[src/rtl/core/mkt_pkg.sv]
package mkt_pkg;

	// per-slot key states
	localparam logic [1:0] ST_IDLE     = 2'd0;
	localparam logic [1:0] ST_PRESSED  = 2'd1;
	localparam logic [1:0] ST_HOLD     = 2'd2;
	localparam logic [1:0] ST_RELEASED = 2'd3;

	// configuration register map
	localparam int unsigned CFG_IDX_W = 2;
	localparam int unsigned CFG_DAT_W = 16;
	localparam logic [CFG_IDX_W-1:0] IDX_DEBOUNCE = 2'd0;
	localparam logic [CFG_IDX_W-1:0] IDX_HOLD     = 2'd1;
	localparam logic [CFG_IDX_W-1:0] IDX_ROWS     = 2'd2;
	localparam logic [CFG_IDX_W-1:0] IDX_COLS     = 2'd3;

	// register reset values
	localparam logic [15:0] DEBOUNCE_RST = 16'd10;
	localparam logic [15:0] HOLD_RST     = 16'd1000;
	localparam logic [2:0]  ROWS_RST     = 3'd4;
	localparam logic [2:0]  COLS_RST     = 3'd4;

	// controller to datapath commands
	typedef struct packed {
		logic tick;   // take the tick word, advance the ms counter
		logic start;  // open a scan
		logic free;   // release idle slots
		logic step;   // process one key of the walk
		logic flush;  // send the held event as last of the scan
	} cmd_t;

	// datapath to controller status
	typedef struct packed {
		logic due;         // debounce interval has passed
		logic walk_empty;  // no rows or no columns in use
		logic walk_last;   // current key is the last of the walk
		logic room;        // output register can take a word this cycle
	} sts_t;

endpackage

[src/rtl/core/mkt_ctrl.sv]
module mkt_ctrl (
	input  logic          clk,
	input  logic          arst_n,
	input  logic          in_valid,
	output logic          in_stall,
	output mkt_pkg::cmd_t cmd,
	input  mkt_pkg::sts_t st
);
	import mkt_pkg::*;

	localparam logic [2:0] S_IDLE  = 3'd0;
	localparam logic [2:0] S_CHECK = 3'd1;
	localparam logic [2:0] S_FREE  = 3'd2;
	localparam logic [2:0] S_WALK  = 3'd3;
	localparam logic [2:0] S_FLUSH = 3'd4;

	logic [2:0] state_q;
	logic [2:0] state_d;

	// only an idle controller takes a tick
	assign in_stall = (state_q != S_IDLE);

	// next state and command decode
	always_comb begin
		state_d = state_q;
		cmd     = '0;
		case (state_q)
			S_IDLE: begin
				if (in_valid) begin
					cmd.tick = 1'b1;
					state_d  = S_CHECK;
				end
			end
			S_CHECK: begin
				if (st.due) begin
					cmd.start = 1'b1;
					state_d   = S_FREE;
				end else begin
					state_d = S_IDLE;
				end
			end
			S_FREE: begin
				cmd.free = 1'b1;
				state_d  = st.walk_empty ? S_FLUSH : S_WALK;
			end
			S_WALK: begin
				if (st.room) begin
					cmd.step = 1'b1;
					if (st.walk_last) begin
						state_d = S_FLUSH;
					end
				end
			end
			S_FLUSH: begin
				if (st.room) begin
					cmd.flush = 1'b1;
					state_d   = S_IDLE;
				end
			end
			default: begin
				state_d = S_IDLE;
			end
		endcase
	end

	always_ff @(posedge clk or negedge arst_n) begin
		if (!arst_n) begin
			state_q <= S_IDLE;
		end else begin
			state_q <= state_d;
		end
	end

endmodule

[src/rtl/core/mkt_datapath.sv]
module mkt_datapath #(
	parameter int ROWS  = 4,
	parameter int COLS  = 4,
	parameter int SLOTS = 10
) (
	input  logic                              clk,
	input  logic                              arst_n,
	input  logic [15:0]                       key_matrix,
	input  logic                              cfg_we,
	input  logic [mkt_pkg::CFG_IDX_W-1:0]     cfg_index,
	input  logic [mkt_pkg::CFG_DAT_W-1:0]     cfg_data,
	input  mkt_pkg::cmd_t                     cmd,
	output mkt_pkg::sts_t                     st,
	input  logic                              out_stall,
	output logic                              out_valid,
	output logic [3:0]                        key_code,
	output logic [3:0]                        slot_index,
	output logic [1:0]                        new_state,
	output logic                              last_event
);
	import mkt_pkg::*;

	localparam int RW  = (ROWS > 1) ? $clog2(ROWS) : 1;
	localparam int CW  = (COLS > 1) ? $clog2(COLS) : 1;
	localparam int REW = $clog2(ROWS + 1);
	localparam int CEW = $clog2(COLS + 1);
	localparam int KW  = (ROWS * COLS > 1) ? $clog2(ROWS * COLS) : 1;
	localparam int SW  = (SLOTS > 1) ? $clog2(SLOTS) : 1;
	localparam int NW  = $clog2(SLOTS + 1);

	// configuration
	logic [15:0] debounce_q;
	logic [15:0] hold_q;
	logic [2:0]  rows_q;
	logic [2:0]  cols_q;

	// timers and tick word
	logic [15:0] matrix_q;
	logic [31:0] now_q;
	logic [31:0] scan_start_q;
	logic [31:0] hold_start_q;

	// active-key list
	logic [SLOTS-1:0] valid_q;
	logic [KW-1:0]    key_q   [SLOTS];
	logic [1:0]       sstate_q[SLOTS];

	// walk position and event count
	logic [RW-1:0] row_q;
	logic [CW-1:0] col_q;
	logic [NW-1:0] cnt_q;

	// held event, sent once the next one is known
	logic          pend_valid_q;
	logic [KW-1:0] pend_key_q;
	logic [SW-1:0] pend_slot_q;
	logic [1:0]    pend_state_q;

	// output register
	logic       out_valid_q;
	logic [3:0] out_key_q;
	logic [3:0] out_slot_q;
	logic [1:0] out_state_q;
	logic       out_last_q;

	logic [REW-1:0] rows_eff;
	logic [CEW-1:0] cols_eff;
	logic           col_last;
	logic [7:0]     bit_idx;
	logic           pressed;
	logic [KW-1:0]  code;
	logic           found;
	logic [SW-1:0]  found_idx;
	logic           has_free;
	logic [SW-1:0]  free_idx;
	logic [SW-1:0]  tgt;
	logic [1:0]     cur;
	logic [1:0]     nxt;
	logic           act;
	logic           held_over;
	logic           rec;
	logic           push;
	logic [7:0]     pend_key_ext;

	// clamp the scanned area to the array size
	assign rows_eff = (32'(rows_q) < ROWS) ? REW'(rows_q) : REW'(ROWS);
	assign cols_eff = (32'(cols_q) < COLS) ? CEW'(cols_q) : CEW'(COLS);
	assign col_last = (32'(col_q) == 32'(cols_eff) - 32'd1);

	// current key: matrix bit and code
	assign bit_idx = 8'(32'(row_q) * COLS + 32'(col_q));
	assign pressed = (bit_idx < 8'd16) && matrix_q[bit_idx[3:0]];
	assign code    = KW'(32'(row_q) * 32'(cols_eff) + 32'(col_q));

	// lowest slot holding the code, lowest free slot
	always_comb begin
		found     = 1'b0;
		found_idx = '0;
		has_free  = 1'b0;
		free_idx  = '0;
		for (int i = SLOTS - 1; i >= 0; i--) begin
			if (valid_q[i] && key_q[i] == code) begin
				found     = 1'b1;
				found_idx = SW'(i);
			end
			if (!valid_q[i]) begin
				has_free = 1'b1;
				free_idx = SW'(i);
			end
		end
	end

	assign held_over = (now_q - hold_start_q) > 32'(hold_q);
	assign tgt       = found ? found_idx : free_idx;
	assign cur       = found ? sstate_q[found_idx] : ST_IDLE;
	assign act       = found || (pressed && has_free);

	// key state step; hold timeout wins over release
	always_comb begin
		nxt = cur;
		case (cur)
			ST_IDLE: begin
				if (pressed) begin
					nxt = ST_PRESSED;
				end
			end
			ST_PRESSED: begin
				if (held_over) begin
					nxt = ST_HOLD;
				end else if (!pressed) begin
					nxt = ST_RELEASED;
				end
			end
			ST_HOLD: begin
				if (!pressed) begin
					nxt = ST_RELEASED;
				end
			end
			default: begin
				nxt = ST_IDLE;
			end
		endcase
	end

	// an event is kept while the scan has had fewer than SLOTS of them
	assign rec  = act && (nxt != cur) && (32'(cnt_q) < SLOTS);
	assign push = pend_valid_q && ((cmd.step && rec) || cmd.flush);

	assign st.due        = (now_q - scan_start_q) > 32'(debounce_q);
	assign st.walk_empty = (rows_eff == '0) || (cols_eff == '0);
	assign st.walk_last  = (32'(row_q) == 32'(rows_eff) - 32'd1) && col_last;
	assign st.room       = !out_valid_q || !out_stall;

	// configuration writes
	always_ff @(posedge clk or negedge arst_n) begin
		if (!arst_n) begin
			debounce_q <= DEBOUNCE_RST;
			hold_q     <= HOLD_RST;
			rows_q     <= ROWS_RST;
			cols_q     <= COLS_RST;
		end else if (cfg_we) begin
			case (cfg_index)
				IDX_DEBOUNCE: debounce_q <= (cfg_data == '0) ? 16'd1 : cfg_data;
				IDX_HOLD:     hold_q     <= cfg_data;
				IDX_ROWS:     rows_q     <= cfg_data[2:0];
				IDX_COLS:     cols_q     <= cfg_data[2:0];
				default: ;
			endcase
		end
	end

	// tick capture and timers
	always_ff @(posedge clk or negedge arst_n) begin
		if (!arst_n) begin
			now_q        <= '0;
			scan_start_q <= '0;
			hold_start_q <= '0;
		end else begin
			if (cmd.tick) begin
				now_q <= now_q + 32'd1;
			end
			if (cmd.start) begin
				scan_start_q <= now_q;
			end
			if (cmd.step && act && cur == ST_IDLE && pressed) begin
				hold_start_q <= now_q;
			end
		end
	end

	always_ff @(posedge clk) begin
		if (cmd.tick) begin
			matrix_q <= key_matrix;
		end
	end

	// slot list: free pass and per-key update
	always_ff @(posedge clk or negedge arst_n) begin
		if (!arst_n) begin
			valid_q <= '0;
			for (int i = 0; i < SLOTS; i++) begin
				key_q[i]    <= '0;
				sstate_q[i] <= ST_IDLE;
			end
		end else if (cmd.free) begin
			for (int i = 0; i < SLOTS; i++) begin
				if (valid_q[i] && sstate_q[i] == ST_IDLE) begin
					valid_q[i] <= 1'b0;
				end
			end
		end else if (cmd.step && act) begin
			valid_q[tgt]  <= 1'b1;
			key_q[tgt]    <= code;
			sstate_q[tgt] <= nxt;
		end
	end

	// walk position and event count
	always_ff @(posedge clk or negedge arst_n) begin
		if (!arst_n) begin
			row_q <= '0;
			col_q <= '0;
			cnt_q <= '0;
		end else if (cmd.start) begin
			row_q <= '0;
			col_q <= '0;
			cnt_q <= '0;
		end else if (cmd.step) begin
			if (col_last) begin
				col_q <= '0;
				row_q <= row_q + RW'(1);
			end else begin
				col_q <= col_q + CW'(1);
			end
			if (rec) begin
				cnt_q <= cnt_q + NW'(1);
			end
		end
	end

	// held event
	always_ff @(posedge clk or negedge arst_n) begin
		if (!arst_n) begin
			pend_valid_q <= 1'b0;
		end else if (cmd.start || cmd.flush) begin
			pend_valid_q <= 1'b0;
		end else if (cmd.step && rec) begin
			pend_valid_q <= 1'b1;
		end
	end

	always_ff @(posedge clk) begin
		if (cmd.step && rec) begin
			pend_key_q   <= code;
			pend_slot_q  <= tgt;
			pend_state_q <= nxt;
		end
	end

	// output register
	assign pend_key_ext = 8'(pend_key_q);

	always_ff @(posedge clk or negedge arst_n) begin
		if (!arst_n) begin
			out_valid_q <= 1'b0;
		end else if (push) begin
			out_valid_q <= 1'b1;
		end else if (!out_stall) begin
			out_valid_q <= 1'b0;
		end
	end

	always_ff @(posedge clk) begin
		if (push) begin
			out_key_q   <= pend_key_ext[3:0];
			out_slot_q  <= 4'(pend_slot_q);
			out_state_q <= pend_state_q;
			out_last_q  <= cmd.flush;
		end
	end

	assign out_valid  = out_valid_q;
	assign key_code   = out_key_q;
	assign slot_index = out_slot_q;
	assign new_state  = out_state_q;
	assign last_event = out_last_q;

endmodule

[src/rtl/core/matrix_keypad_multikey_tracker_top.sv]
// Multi-key matrix keypad tracker.
// Input channel (in_valid / in_stall): one word per millisecond tick carrying
// the active-high key matrix in key_matrix. Output channel (out_valid /
// out_stall): one word per key state change (at most SLOTS per scan), with
// key_code, slot_index, new_state, last_event set on a scan's final word.
// Configuration: cfg_we with cfg_index 0 debounce_ms, 1 hold_ms,
// 2 rows_in_use, 3 cols_in_use; write only while the block is idle.
// Timing: a tick that runs no scan is only taken and checked. A tick that
// runs a scan goes through take, check, free pass, a walk over the keys in
// use and flush, and waits while the output side stalls. An event word is
// held until the next event of its scan or the flush, then registered. Every
// key of the walk goes through one shared slot search and state update, one
// key per cycle while the output has room; a new tick is taken only when the
// previous one is finished. The output word sits in a register: a stalled
// receiver holds it there and freezes the walk until it is taken.
// Reset clears the slot list and the ms timers and restores the register
// defaults (debounce 10, hold 1000, 4 rows, 4 columns).
module matrix_keypad_multikey_tracker_top #(
	parameter int ROWS  = 4,
	parameter int COLS  = 4,
	parameter int SLOTS = 10
) (
	input  logic                          clk,
	input  logic                          arst_n,
	input  logic                          in_valid,
	output logic                          in_stall,
	input  logic [15:0]                   key_matrix,
	output logic                          out_valid,
	input  logic                          out_stall,
	output logic [3:0]                    key_code,
	output logic [3:0]                    slot_index,
	output logic [1:0]                    new_state,
	output logic                          last_event,
	input  logic                          cfg_we,
	input  logic [mkt_pkg::CFG_IDX_W-1:0] cfg_index,
	input  logic [mkt_pkg::CFG_DAT_W-1:0] cfg_data
);
	import mkt_pkg::*;

	cmd_t cmd;
	sts_t st;

	mkt_ctrl u_ctrl (
		.clk      (clk),
		.arst_n   (arst_n),
		.in_valid (in_valid),
		.in_stall (in_stall),
		.cmd      (cmd),
		.st       (st)
	);

	mkt_datapath #(
		.ROWS  (ROWS),
		.COLS  (COLS),
		.SLOTS (SLOTS)
	) u_datapath (
		.clk        (clk),
		.arst_n     (arst_n),
		.key_matrix (key_matrix),
		.cfg_we     (cfg_we),
		.cfg_index  (cfg_index),
		.cfg_data   (cfg_data),
		.cmd        (cmd),
		.st         (st),
		.out_stall  (out_stall),
		.out_valid  (out_valid),
		.key_code   (key_code),
		.slot_index (slot_index),
		.new_state  (new_state),
		.last_event (last_event)
	);

	// walk steps and flush only fire when the output register has room
	a_room: assert property (@(posedge clk) disable iff (!arst_n)
		(cmd.step || cmd.flush) |-> st.room)
		else $error("walk advanced without output room");

	// at most one command per cycle
	a_cmd_onehot: assert property (@(posedge clk) disable iff (!arst_n)
		$onehot0({cmd.tick, cmd.start, cmd.free, cmd.step, cmd.flush}))
		else $error("more than one datapath command");

	// end of a scan frees the input side
	a_flush_ready: assert property (@(posedge clk) disable iff (!arst_n)
		cmd.flush |=> !in_stall)
		else $error("input still stalled after scan end");

	// a tick is only taken when not busy
	a_tick_idle: assert property (@(posedge clk) disable iff (!arst_n)
		cmd.tick |-> (in_valid && !in_stall))
		else $error("tick taken while busy");

endmodule

[config.mk]
export PLATFORM = sky130hd
export DESIGN_NAME = matrix_keypad_multikey_tracker_top
export DESIGN_NICKNAME = d
export VERILOG_FILES = /design/src/rtl/core/mkt_pkg.sv /design/src/rtl/core/mkt_ctrl.sv /design/src/rtl/core/mkt_datapath.sv /design/src/rtl/core/matrix_keypad_multikey_tracker_top.sv
export SDC_FILE = /design/constraint.sdc
export NUM_CORES = 1
export LEC_CHECK = 0
export BUFFER_PORTS_ARGS = -buffer_cell sky130_fd_sc_hd__buf_2
export CORE_MARGIN = 8
export CORE_UTILIZATION = 55
export DETAILED_ROUTE_END_ITERATION = 16
export HOLD_SLACK_MARGIN = 0.08
export MAX_ROUTING_LAYER = met4
export PLACE_DENSITY = 0.84
export SLEW_MARGIN = 20
export SYNTH_ARGS = -nofsm -noshare
export SYNTH_HDL_FRONTEND = slang
export SYNTH_SLANG_ARGS = --single-unit
[constraint.sdc]
create_clock -name clk -period 5 [get_ports clk]
set_input_delay 0.25 -clock clk [delete_from_list [all_inputs] [get_ports clk]]
set_output_delay 0.25 -clock clk [all_outputs]
set_load 0.05 [all_outputs]
# After elaboration in Yosys (flattened, before gate mapping)

Index checks and enable logic that the tools add are counted.

Register bits after elaboration: 254
Bits in writable memories: 0
Output and inout port bits: 13
ROM bits: 0
Bits in latches: 0
Memories: 0

Order comparisons: 12
$mul: 1
Mux-type cells: 102
Bitwise operators: 4
Shifts and indexed selects: 0
Equality and inequality tests: 37
Reduce and logical (&&, ||, !) cells: 79
Add/subtract/negate cells: 10
Div/mod/pow operators: 0

Operators with widths:

| kind                    | number |
|---|---|
| $mux W4                 | 25 |
| $eq A2 B32 Y1           | 2 |
| $gt A32 B16 Y1          | 2 |
| $sub A32 B32 Y32        | 2 |
| $mux W1                 | 44 |
| $bwmux W40              | 1 |
| $eq A4 B4 Y1            | 10 |
| $reduce_and A2 Y1       | 17 |
| $add A32 B1 Y32 const B | 1 |
| $logic_and A1 B1 Y1     | 32 |
| $mux W2                 | 14 |
| $logic_not A2 Y1        | 12 |
| $ne A2 B1 Y1 const B    | 11 |
| $mux W3                 | 7 |
| $bwmux W20              | 1 |
| $mux W10                | 2 |
| $demux W4 S4            | 1 |
| $logic_not A16 Y1       | 1 |
| $mux W16                | 1 |
| $pmux W3 S5             | 1 |
| $ge A5 B5 Y1 const B    | 2 |
| $lt A4 B5 Y1 const B    | 2 |
| $not A4 Y5              | 2 |
| $or A10 B10 Y10         | 1 |
| 30 further kinds        | 51 |

# Logic depth before layout (Yosys ltp)

Depth after elaboration: 31
Depth in mapped cells: 27
Gate-level depth less buffers: 26

# By module

From an unflattened synthesis, not the netlist that was laid out.

Cells, all modules: 1593
Area total of the unflattened synthesis: 15831.4 um2

By module, submodules not included:

| module       | area each (um2) | cells each | instances |
|---|---|---|---|
| mkt_datapath | 15646.3         | 1573       | 1 |
| mkt_ctrl     | 185.2           | 20         | 1 |

# Worst setup path before layout

OpenSTA, ideal clock, no wires.

Kind: flip-flop to flip-flop
Start: register u_datapath.cols_q[2]
End: register u_datapath.out_key_q[0], in the netlist u_datapath.key_code[0] (enable)
Data required time: 4.617 ns
Path slack: -0.341 ns
Clock period less this slack: 5.341 ns
Data arrival time: 4.958 ns
Cell stages (with the launch flop): 18
Cell sequence: dfstp_2 > inv_1 > and3_1 > fa_1 > ha_1 > inv_1 > fa_1 > xnor2_2 > buf_6 > xor3_1 > a211oi_2 > o221ai_2 > a31oi_4 > mux2_2 > a311oi_4 > or3_1 > nand3_2 > a21oi_1

Word-level cells in the longest chain between the ends: 30

Ends and longest elaborated chain:

| element                            | RTL line            | text |
|---|---|---|
| from (decl)                        | mkt_datapath.sv:35  | `logic [2:0] cols_q;` |
| from (signal assigned)             | mkt_datapath.sv:166 | `IDX_COLS: cols_q <= cfg_data[2:0];` |
| $lt A3 B3 Y1                       | mkt_datapath.sv:87  | `assign cols_eff = (32'(cols_q) < COLS) ? CEW'(cols_q) : CEW'(COLS);` |
| $mux W3 *                          | mkt_datapath.sv:87  |  |
| $mul A2 B3 Y4 *                    | mkt_datapath.sv:93  | `assign code = KW'(32'(row_q) * 32'(cols_eff) + 32'(col_q));` |
| $add A4 B2 Y4 *                    | mkt_datapath.sv:93  |  |
| $eq A4 B4 Y1                       | mkt_datapath.sv:102 | `if (valid_q[i] && key_q[i] == code) begin` |
| $logic_and A1 B1 Y1                | mkt_datapath.sv:102 |  |
| $mux W4 (10 in a row)              | mkt_datapath.sv:102 |  |
| $not A4 Y5 (implied by the code)   | mkt_datapath.sv:115 | `assign cur = found ? sstate_q[found_idx] : ST_IDLE;` |
| (+5 left out)                      | --                  |  |
| $mux W2                            | mkt_datapath.sv:128 | `if (held_over) begin` |
| $pmux W2 S3                        | mkt_datapath.sv:121 | `case (cur)` |
| $ne A2 B2 Y1                       | mkt_datapath.sv:146 | `assign rec = act && (nxt != cur) && (32'(cnt_q) < SLOTS);` |
| $logic_and A1 B1 Y1 * (2 in a row) | mkt_datapath.sv:146 |  |
| $logic_and A1 B1 Y1 *              | mkt_datapath.sv:147 | `assign push = pend_valid_q && ((cmd.step && rec) \|\| cmd.flush);` |
| $logic_or A1 B1 Y1 *               | mkt_datapath.sv:147 |  |
| $logic_and A1 B1 Y1 *              | mkt_datapath.sv:147 |  |
| net u_datapath.push                | mkt_datapath.sv:82  | `logic push;` |
| to (signal assigned)               | mkt_datapath.sv:275 | `out_key_q <= pend_key_ext[3:0];` |
| to (decl)                          | mkt_datapath.sv:61  | `logic [3:0] out_key_q;` |

Mark *: on every way through the listed nets, which the timed path passes. The rest lies on a longest branch. The select of a mux whose other input is x is not followed.
A chain may end at the register's enable or synchronous reset.

# Worst setup path after layout

Start: register u_datapath.now_q[0]
End: register u_datapath.scan_start_q[11]

Word-level cells in the longest chain between the ends: 4

Ends and longest elaborated chain:

| element                | RTL line            | text |
|---|---|---|
| from (decl)            | mkt_datapath.sv:39  | `logic [31:0] now_q;` |
| from (signal assigned) | mkt_datapath.sv:180 | `now_q <= now_q + 32'd1;` |
| $sub A32 B32 Y32       | mkt_datapath.sv:149 | `assign st.due = (now_q - scan_start_q) > 32'(debounce_q);` |
| $gt A32 B16 Y1         | mkt_datapath.sv:149 |  |
| $mux W1                | mkt_ctrl.sv:35      | `if (st.due) begin` |
| $mux W1                | mkt_ctrl.sv:27      | `case (state_q)` |
| to (signal assigned)   | mkt_datapath.sv:183 | `scan_start_q <= now_q;` |
| to (decl)              | mkt_datapath.sv:40  | `logic [31:0] scan_start_q;` |

Every way passes these cells.

==> reports/qor.csv <==
metric;value;unit
status;finished with violations;
violations;setup timing;
grt_max_degree;149;
cts.sinks;254;
grt_pass1_vias;14066;
clockBufferDepth;3;
clock_latency;0.55;ns
cts_tree;done;
r2r_slack;-0.54;ns
syn_nets;1732;
cp-start-kind;flip-flop;
synthArstFlopShare;0.8543;
first_pass_iters;6;
post-synth-top-count-cell;dfrtp_1;
fin_area;0.02006;sq mm
end_kind;flip-flop;
final_cell_count_no_fill;2224;
fin_crit_sh;1.108;
ys_ff_latch;254;
placed_area;0.01739;sq mm
overflow;0;
rsz0062_at_grt;true;
final-setup-viol-count;127;
critPathKind;reg2reg;
area_delta_synth_final;24.30;%
period_minus_slack;5.541;ns
dieArea;0.03508;sq mm
grt_usage;0.2654;
power.share.clock;0.133;
grt_pass1_wl;74400;um
drcViolationCount;0;
fp.dieH;187.3;um
fin_nets;1965;
synth_top_area_share;0.3210;
wirelength;51430;um
vias_per_cell;6.446;
placed_cells;2071;
cts_buffers;26;
p_seq_frac;0.204;
antenna_found_initial;1;
start_util;0.5607;
dieWidth;187.3;um
synth_cell_types;98;
cts.root.buffer_cell;clkbuf_16;
clk_pin_slew;0.07;ns
setup_slack;-0.5414;ns
drive_gt1_frac;0.2926;
hpwl;29660;um
yosysSeqAreaShare;0.4061;
min-delay-path-class;in2reg;
rows;62;
p_sw;6.527;mW
ir_drop;0.7075;mV
drv_cap;0;
synth-edff-count;37;
gp_congestion;0.9776;
intPower;8.295;mW
io_buffers;51;
ant_nets;0;
swShare;0.4403;
slew_headroom;0.3804;
syn_avg_cell_area;10.18;sq um
power.density;738.9;mW/mm^2
maxSlewViolCount;0;
first_iter_violations;1625;
synth_ff_type;dfrtp_1;
synth.cell_area;0.01614;sq mm
max_freq;180.5;MHz
yosys_warnings;0;
p_leak;9.422;nW
route.detailed.wl_per_inst;23.13;um
hold_violations;0;
yosysTopAreaCell;dfrtp_1;
fin_tns_setup;-42.18;ns
pin_count;52;
cp.arrival;5.96;ns
fin_skew;0.01936;ns
synthTopCellsByCount;dfrtp_1, nand2_1, inv_1;
coreArea;0.02878;sq mm
htree_levels;1;
worstMarginPinSlew;0.9265;ns
place_ws;-0.3574;ns
ys_top_cells_by_area;dfrtp_1, ha_1, edfxtp_1;
path_max_fanout;5;
power_frac_comb;0.663;
synth_cells;1586;
vias;14337;
cp_data_required_time;5.42;ns
==> final cells by class <==
class	instances	area [sq um]
timing repair buffer	242	2122
multi-input combinational	1162	9550
sequential	254	6555
antenna	1	2.502
clock inverter	7	63.81
inverter	132	499.2
tap	384	480.5
timing repair inverter	1	7.507
fill	1820	8721
clock buffer	41	778.2
==> metal layers <==
metal	routed length, um	up-vias	track usage
li1	-	6197	-
met1	18690	6896	0.3082
met2	24830	900	0.4417
met3	4102	344	0.03710
met4	3805	0	0.1436
met5	0	-	-
==> worst max-delay path, stage by stage (launching register included) <==
cell and delay (ns):
dfrtp_1 0.41, inv_2 0.09, ha_4 0.13, inv_2 0.04
fa_2 0.34, a211oi_2 0.33, o211ai_1 0.18, nand2_1 0.12
a21oi_2 0.07, nor2_1 0.17, nor2_2 0.08, o21ai_2 0.15
nand2_2 0.08, a21oi_2 0.15, o21bai_1 0.10, xor2_1 0.15
ha_1 0.30, nand4_1 0.12, or4_1 0.43, o31ai_2 0.10
and4b_1 0.23, nand3_1 0.10, or4b_4 0.52, a2111oi_4 0.32
nor2_4 0.09, buf_6 0.15, buf_12 0.14, mux2_4 0.31
==> metrics by stage <==
stage                 util  hold WS, ns  power, mW
floorplan                -     -0.04559      8.033
global placement    0.6036       0.2377      9.866
finish              0.6970       0.1838      14.82
detailed placement  0.6043       0.2419      10.20
CTS                 0.6721       0.1914      13.31
global route        0.6970       0.2024      15.46
==> registers in the layout (all words and copies together) (netlist names), 2 cells and up <==
name / cells
u_datapath.new_state: 2
u_datapath.debounce_q: 16
u_datapath.col_q: 2
u_datapath.cnt_q: 4
u_datapath.slot_index: 4
u_datapath.scan_start_q: 32
u_ctrl.state_q: 3
u_datapath.sstate_q: 20
u_datapath.key_code: 4
u_datapath.rows_q: 3
u_datapath.now_q: 32
u_datapath.row_q: 2
u_datapath.hold_start_q: 32
u_datapath.pend_state_q: 2
u_datapath.key_q: 40
u_datapath.pend_key_q: 4
u_datapath.hold_q: 16
u_datapath.matrix_q: 16
u_datapath.cols_q: 3
u_datapath.pend_slot_q: 4
u_datapath.valid_q: 10
==> path summary, 6_finish.rpt <==
path / from / endpoint / cells after the start
setup / recovery: u_datapath.now_q[0] / u_datapath.scan_start_q[11] / 27
hold / removal: cfg_we / u_datapath.rows_q[0] / 3
setup reg to reg: u_datapath.now_q[0] / u_datapath.scan_start_q[11] / 27
hold reg to reg: u_datapath.pend_slot_q[1] / u_datapath.slot_index[1] / 0
max in group asynchronous: arst_n / u_datapath.now_q[29] / 3
min in group asynchronous: arst_n / u_ctrl.state_q[0] / 2
==> cell families after synthesis <==
family | Yosys count | share of synthesized area
AOI/OAI and AO/OA | 363 | 0.1513
xor gates and xnor gates | 113 | 0.07133
DFF | 254 | 0.4061
adders and majority gates | 107 | 0.08482
and+or+nand+nor | 449 | 0.1435
buffers and inverters | 171 | 0.04536
muxes | 129 | 0.09761
==> power by group through the flow <==
| stage | clock [mW] | combinational, mW | sequential [mW] |
|---|---|---|---|
| 6_report | 1.97 | 9.83 | 3.03 |
| 5_1_grt | 2.06 | 10.4 | 3.04 |
| 4_1_cts | 1.95 | 8.41 | 2.95 |
| 3_5_place_dp | 0 | 7.23 | 2.98 |
| 3_3_place_gp | 0 | 6.92 | 2.95 |
| 2_1_floorplan | 0 | 5.14 | 2.89 |
==> cell usage in the layout (no fill, tap or decap), drive strengths merged, types with 17 or more instances in the layout <==
| master | synthesis | layout |
|---|---|---|
| a21o | 19 | 19 |
| mux2 | 114 | 114 |
| xnor2 | 66 | 66 |
| nand2 | 159 | 159 |
| nand2b | 17 | 17 |
| edfxtp | 37 | 37 |
| dfrtp | 207 | 207 |
| inv | 132 | 132 |
| o21ai | 130 | 130 |
| nor2 | 74 | 74 |
| xor2 | 37 | 37 |
| nor3 | 23 | 23 |
| a21oi | 83 | 83 |
| ha | 103 | 103 |
| dlygate4sd3 | 0 | 35 |
| and3 | 22 | 22 |
| nand3 | 43 | 43 |
| a31oi | 20 | 20 |
| clkbuf | 21 | 45 |
| buf | 18 | 203 |
| nand4 | 36 | 36 |
==> timing repair <==
| item | in CTS | in global routing |
|---|---|---|
| pin swaps | 32 | 37 |
| setup endpoints to repair | 138 | 165 |
| buffers inserted | 44 | 25 |
| hold buffers | 35 | 0 |
| resized for setup | 79 | 125 |
| gates cloned | 6 | 4 |
| hold endpoints to repair | 121 | 0 |
Note: power is estimated with default switching activity, not from simulation.
